`config.mk`:
```
export PLATFORM = sky130hd
export DESIGN_NAME = qau_sqrt
export DESIGN_NICKNAME = d
export VERILOG_FILES = /design/src/sv/qau_pkg.sv /design/src/sv/qau_sqrt.sv
export SDC_FILE = /design/constraint.sdc
export NUM_CORES = 2
export LEC_CHECK = 0
export BUFFER_PORTS_ARGS = -buffer_cell sky130_fd_sc_hd__buf_4
export CAP_MARGIN = 20
export CORE_MARGIN = 2
export CORE_UTILIZATION = 37
export CTS_CLUSTER_SIZE = 14
export DETAILED_ROUTE_END_ITERATION = 10
export PLACE_DENSITY = 0.55
export SETUP_SLACK_MARGIN = 0.05
export SLEW_MARGIN = 0
export SYNTH_ARGS = -nofsm -noshare
export SYNTH_HDL_FRONTEND = slang
export SYNTH_SLANG_ARGS = --single-unit
```
`constraint.sdc`:
```
create_clock -name clk -period 3.4 [get_ports clk]
set_clock_uncertainty 0.05 [all_clocks]
set_input_delay 0.17 -clock clk [delete_from_list [all_inputs] [get_ports clk]]
set_output_delay 0.17 -clock clk [all_outputs]
set_load 0.01 [all_outputs]
```
`src/sv/qau_pkg.sv`:
```
// Shared types, constants and helpers of the quaternion arithmetic unit
package qau_pkg;

  localparam int DW        = 32;          // data width
  localparam int FB        = 24;          // fraction bits
  localparam int PW        = 2 * DW;      // full product
  localparam int HW        = PW + 2;      // sum of four products
  localparam int SSW       = PW + 1;      // sum of four squares
  localparam int SQ_W      = PW + 2;      // radicand, even width
  localparam int SQ_STEPS  = SQ_W / 2;    // root bits, one per stage
  localparam int RT_W      = SQ_STEPS;
  localparam int SR_W      = RT_W + 2;    // root remainder
  localparam int DIV_STEPS = DW;          // quotient bits, one per stage

  localparam logic [2:0] OP_ADD   = 3'd0;
  localparam logic [2:0] OP_SUB   = 3'd1;
  localparam logic [2:0] OP_PROD  = 3'd2;
  localparam logic [2:0] OP_SCALE = 3'd3;
  localparam logic [2:0] OP_DIV   = 3'd4;
  localparam logic [2:0] OP_CONJ  = 3'd5;
  localparam logic [2:0] OP_NORM  = 3'd6;
  localparam logic [2:0] OP_NORMZ = 3'd7;

  typedef logic signed [DW-1:0] data_t;
  typedef logic [DW-1:0]        udata_t;
  typedef data_t [3:0]          quat_t;

  // Hamilton product: row i, bit j set when a[j]*b[i^j] is subtracted
  localparam logic [3:0][3:0] HNEG = {4'b0100, 4'b0010, 4'b1000, 4'b1110};

  localparam data_t SMAX = {1'b0, {(DW-1){1'b1}}};
  localparam data_t SMIN = {1'b1, {(DW-1){1'b0}}};

  typedef struct packed {
    logic [2:0] op;
    quat_t      a;
    quat_t      b;
    data_t      s;
  } in_item_t;

  typedef struct packed {
    logic [2:0] op;
    quat_t      a;
    data_t      s;
    quat_t      early;
  } side_t;

  typedef struct packed {
    logic [2:0] op;
    quat_t      early;
    udata_t     nv;
    logic       err;
    logic [3:0] neg;
  } dside_t;

  // Saturate a sign-extended wide value to the signed data range
  function automatic data_t sat_wide(input logic signed [HW-1:0] v);
    logic [HW-DW:0] top;
    top = v[HW-1:DW-1];
    if ((&top) || !(|top)) return v[DW-1:0];
    else return v[HW-1] ? SMIN : SMAX;
  endfunction

endpackage

```
`src/sv/qau_sqrt.sv`:
```
// Pipelined integer square root, one root bit per stage
module qau_sqrt import qau_pkg::*; (
  input  logic            clk,
  input  logic            en,
  input  logic [SQ_W-1:0] rad,
  output logic [RT_W-1:0] root
);

  logic [SQ_W-1:0] x_r    [SQ_STEPS];
  logic [SR_W-1:0] rem_r  [SQ_STEPS];
  logic [RT_W-1:0] root_r [SQ_STEPS];

  logic [SQ_W-1:0] x_nxt    [SQ_STEPS];
  logic [SR_W-1:0] rem_nxt  [SQ_STEPS];
  logic [RT_W-1:0] root_nxt [SQ_STEPS];

  always_comb begin
    logic [SQ_W-1:0] x_in;
    logic [SR_W-1:0] rem_in, rem_sh, trial;
    logic [RT_W-1:0] root_in;
    logic            ge;
    for (int k = 0; k < SQ_STEPS; k++) begin
      x_in    = (k == 0) ? rad : x_r[(k == 0) ? 0 : k - 1];
      rem_in  = (k == 0) ? '0  : rem_r[(k == 0) ? 0 : k - 1];
      root_in = (k == 0) ? '0  : root_r[(k == 0) ? 0 : k - 1];
      rem_sh  = {rem_in[SR_W-3:0], x_in[SQ_W-1:SQ_W-2]};
      trial   = {root_in, 2'b01};
      ge      = (rem_sh >= trial);
      rem_nxt[k]  = ge ? rem_sh - trial : rem_sh;
      root_nxt[k] = {root_in[RT_W-2:0], ge};
      x_nxt[k]    = {x_in[SQ_W-3:0], 2'b00};
    end
  end

  always_ff @(posedge clk) begin
    if (en) begin
      x_r    <= x_nxt;
      rem_r  <= rem_nxt;
      root_r <= root_nxt;
    end
  end

  assign root = root_r[SQ_STEPS-1];

endmodule

```
Word level (Yosys, flattened, before mapping)
Cells that the tools add are included.
{ "classes": {"n_shift": 0, "eq_ne": 0, "mul": 0, "n_mux": 32, "n_div": 0, "reduce_logical": 0, "add_sub_neg": 32, "bitwise": 0, "magnitude_cmp": 33} }
{ "op_table": {"columns": ["operator", "count"], "rows": [
  ["$mux W33", 31],
  ["$ge A35 B10 Y1", 1],
  ["$ge A35 B11 Y1", 1],
  ["$ge A35 B12 Y1", 1],
  ["$ge A35 B13 Y1", 1],
  ["$ge A35 B14 Y1", 1],
  ["$ge A35 B15 Y1", 1],
  ["$ge A35 B16 Y1", 1],
  ["$ge A35 B17 Y1", 1],
  ["$ge A35 B18 Y1", 1],
  ["$ge A35 B19 Y1", 1],
  ["$ge A35 B20 Y1", 1],
  ["$ge A35 B21 Y1", 1],
  ["$ge A35 B22 Y1", 1],
  ["$ge A35 B23 Y1", 1],
  ["$ge A35 B24 Y1", 1],
  ["$ge A35 B25 Y1", 1],
  ["$ge A35 B26 Y1", 1],
  ["$ge A35 B27 Y1", 1],
  ["$ge A35 B28 Y1", 1],
  ["$ge A35 B29 Y1", 1],
  ["$ge A35 B3 Y1", 1],
  ["$ge A35 B30 Y1", 1],
  ["$ge A35 B31 Y1", 1],
  ["43 further kinds", 43]
]} }
{ "word_totals": {"mem_count": 0, "regBits": 2643, "latch_bits": 0, "in_bits": 68, "elab_cells": 195, "ram_bits": 0, "mem_bits_ro": 0} }

Logic depth before layout (Yosys ltp)
{ "depth": {"word_depth": 2, "depth_mapped": 15, "ltp_nobuf": 12} }

Worst setup path before layout
No wires, ideal clock.
{ "synth_path": {"path_kind": "register to register", "startpoint": "register rem_r[86] in the netlist's numbering", "endpoint": "register rem_r[53] in the netlist's numbering, data pin", "n_path_buf": 1, "required_ns": 3.090, "stages_incl_launch_ff": 12, "setup_slack_ns": -0.198, "arrival_time_ns": 3.288, "cell_sequence": "edfxtp_1 -> ha_1 -> a21o_1 -> a21oi_1 -> nor2b_1 -> or2_2 -> o211ai_1 -> a41oi_1 -> a41o_1 -> a41oi_1 -> clkbuf_1 -> mux2_2"} }
{ "synth_rtl": {"columns": ["item", "line", "source"], "rows": [
  ["start: declaration", "qau_sqrt.sv:10", "logic [SR_W-1:0] rem_r [SQ_STEPS];"],
  ["start signal: assignment", "qau_sqrt.sv:38", "rem_r <= rem_nxt;"]
]} }

==> results.txt <==
----------------------------------------------------
[Status]
  Status ... finished with violations
  Violations in the final reports ... setup timing

[Setup path]
  Maximum cell stage delay along the critical path ... 0.55 ns
  Cell class contributing the biggest share of worst-path delay ... simple AND/OR/NAND/NOR gates
  Biggest fanout along the worst timing path ... 7
  CP required ... 3.99 ns
  Number of buffers and inverters on the critical path ... 2
  Critical path startpoint category ... flop
  Type of the worst setup path ... flop to flop
  CP cell instances ... or4_4, or4_4, or4_4, or3_4, or4_4, buf_6, buf_8, o21a_1
  Kind of end point of the critical path ... flop
  Cell occurring most often along the worst timing path ... sky130_fd_sc_hd__or4_4
  WP data arrival ... 4.02 ns
  Worst path slowest cell ... sky130_fd_sc_hd__or4_4

[Die]
  Core outline area ... 330000 sq um
  Cell Rows ... 211
  Starting density of the core ... 37.2%
  Chip height ... 580 microns
  Area of the die ... 336000 sq um
  Io pins ... 101
  Die outline width ... 580 microns

[Detailed routing]
  1st-iter DRT viols ... 4840
  DRC violation count after routing ... 0
  Count of TritonRoute iterations in the first routing pass ... 6
  Count of vias placed by the detailed router ... 77000
  Total detailed-routing wirelength ... 278000 microns
  Avg Vias per Cell ... 5.07
  Post-DRT Antenna Nets ... 0
  Final routed wire length divided by cell count ... 18.3 microns

[Run]
  Count of maximum capacitance violations ... 0

[Yosys]
  Leading post-synthesis cells by cell area ... sky130_fd_sc_hd__edfxtp_1 64%, sky130_fd_sc_hd__ha_1 6.1%, sky130_fd_sc_hd__xor2_1 2.9%
  Commonest register cell after synthesis ... sky130_fd_sc_hd__edfxtp_1
  Cell with the most instances after synthesis ... sky130_fd_sc_hd__edfxtp_1
  Post-synthesis sequential element count ... 2625
  Synth warnings ... 0
  Most area-hungry cell type in the Yosys netlist ... sky130_fd_sc_hd__edfxtp_1
  Syn_nets ... 10100
  Yosys top cell area share ... 64.3%
  Number of synthesized flops with an enable pin ... 2625
  Post-Synthesis Cell Area ... 123000 sq um
  List of most frequent post-synthesis cells ... 2625 x sky130_fd_sc_hd__edfxtp_1, 719 x sky130_fd_sc_hd__inv_1, 660 x sky130_fd_sc_hd__nor2_1, 644 x sky130_fd_sc_hd__a21oi_1, 595 x sky130_fd_sc_hd__ha_1
  Average footprint of a synthesized cell ... 13.0 sq um
  Number of instances in the synthesized netlist ... 9464
  Share of synthesized registers carrying an async set or reset ... 0%
  Share of synthesized area occupied by flip-flops and latches ... 64.3%
  Count of cell types in the netlist ... 91

[Cells and area]
  Signed area change from the synthesized netlist to the final layout ... 20.7%
  Layout cell share with drive strength beyond 1 ... 17.1%
  Fin nets ... 11200
  Layout filler cell count ... 29800
  Area of the multi-input gates ... 42400 sq um
  Storage element area ... 78800 sq um

[Min path]
  Class of the tightest hold or removal check ... input pin to flop

[GRT]
  Gr busiest metal ... met2
  Maximum number of pins on one net before global-route repair ... 131
  Met3 routing resource usage after global routing ... 1.89%
  Global-route wire length before repair ... 431000 microns
  Via count of the first global-routing pass ... 77200
  Overall fraction of global-route tracks in use ... 15.9%
  Antenna violations before repair ... 2
  M1 GR Usage ... 20.1%
  Fraction of met2 tracks used by global routing ... 28.0%
  Sum of overflow across all layers after global routing ... 0

[Placed design]
  Post-detail-place hpwl ... 198000 microns
  Number of buffers added on ports ... 100
  Routability-driven placement congestion ratio ... 0.875

[Clock network]
  CTS H-tree depth ... 5
  CTS root buffer ... sky130_fd_sc_hd__clkbuf_16
  Inserted Clock Buffers ... 304
  CTS tree ... built
  CTS sink cnt ... 2625
  Maximum clock insertion buffer count ... 4
  Clock insertion delay at the later pin of the skew report ... 0.89 ns
  Register clock-pin slew on the reported worst setup and hold paths ... 0.05 ns

[Timing]
  Hold violation total from the final report ... 0
  Maximum clock frequency ... 0.291 GHz
  Unrepaired setup endpoints after global routing ... yes
  Final period util ... 101%
  Post-route minimum period ... 3.43 ns
  Final worst slack ... -0.0332 ns
  Number of pins with negative max-slew slack in the final report ... 0
  Slew HR ... 35.5%
  Setup violators final ... 9
  TNS Setup ... -0.135 ns
  Least-Margin Pin Slew ... 0.959 ns

[Pwr]
  Largest vdd supply drop ... 0.462 mV
  Reported leakage power ... 57.0 nW
  Cell Pwr Density ... 677 nW/um^2
  Total power draw ... 100 mW

----------------------------------------------------
-- layer usage --
layer | share of wire, % | vias up
li1 | - | 37500
met1 | 43 | 37400
met2 | 50 | 1433
met3 | 3.4 | 555
met4 | 3.5 | 0
met5 | 0 | -
-- report_power, final --
group	switching [mW]	total, mW	internal [mW]
Sequential	2.91	44.0	41.1
Combinational	13.1	24.2	11.0
Clock	13.2	32.0	18.8
Total	29.3	100	71.0
-- cells by family (layout without fill, tap and decap cells) --
family,after synthesis,after routing,share of synthesized area (%)
muxes,146,146,1.33
DFF,2625,2625,64.3
other,1,3,0.00306
adders and majority gates,595,595,6.07
buffers and inverters,914,2271,2.81
xor gates and xnor gates,810,810,5.79
AOI/OAI and AO/OA,1940,1940,9.89
and+or+nand+nor,2433,2434,9.81
-- registers in the layout, indices dropped and copies added, names as in the netlist --
| signal | cells |
|---|---|
| root | 33 |
| root_nxt | 528 |
| x_r | 64 |
| rem_r | 1008 |
| x_nxt | 992 |
-- final timing paths --
path / startpoint / end / slack, ns / cells after the start
setup / recovery: rem_r[1038] / rem_r[983] / -0.03 / 8
hold / removal: rad[6] / x_nxt[2056] / 0.06 / 2
setup reg to reg: rem_r[1038] / rem_r[983] / -0.03 / 8
hold reg to reg: x_nxt[779] / x_nxt[715] / 0.35 / 0
-- cell type report --
cell class	instances	area share, %
Antenna cell	2	0.00338
Sequential cell	2625	53.3
Timing Repair Buffer	998	5.94
Multi-Input combinational cell	5926	28.7
Clock inverter	183	1.24
Tap cell	4366	3.69
Inverter	723	1.84
Clock buffer	367	5.39
-- what timing repair did --
action,CTS,global route
resized for setup,97,355
hold buffers,133,0
pin swaps,25,96
endpoints found under the hold margin,227,0
gates cloned,7,6
setup endpoints to repair,231,556
setup buffers,25,65
-- cell usage in the layout (no fill, tap or decap), drive strengths merged, types with 60 or more instances in the layout --
cell,netlist,layout
edfxtp,2625,2625
buf,22,859
inv,722,734
nor2,660,660
a21oi,644,644
ha,595,595
nand2,563,563
o21ai,447,447
xor2,411,411
xnor2,399,399
clkbuf,169,373
a21o,239,239
nor3,223,223
nand3,149,149
nor4,134,134
dlygate4sd3,0,133
mux2,133,133
clkinv,1,128
o21a,119,119
nand2b,107,107
nand4,105,105
or3,100,101
nor2b,83,83
or4,60,60
-- worst register-to-register path: stages (launching register included) --
cell and delay (ns):
sky130_fd_sc_hd__edfxtp_1 0.39, sky130_fd_sc_hd__or4_4 0.55, sky130_fd_sc_hd__or4_4 0.43, sky130_fd_sc_hd__or4_4 0.45, sky130_fd_sc_hd__or3_4 0.40, sky130_fd_sc_hd__or4_4 0.45, sky130_fd_sc_hd__buf_6 0.16, sky130_fd_sc_hd__buf_8 0.14
sky130_fd_sc_hd__o21a_1 0.17
-- per-stage QoR --
stage | utilization, % | hold WS, ns | setup slack (ns) | cells | cell area [sq um]
global route | 44.9 | 0.0513 | -0.129 | 15200 | 148000
global placement | 40.6 | 0.299 | -0.289 | 14400 | 134000
CTS | 44.2 | 0.00788 | -0.0406 | 15100 | 146000
floorplan | - | 0.219 | -0.164 | 9464 | 123000
detailed placement | 40.6 | 0.299 | -0.305 | 14400 | 134000
finish | 44.9 | 0.0620 | -0.0332 | 15200 | 148000
No activity file was read; power rests on OpenSTA's default activity.
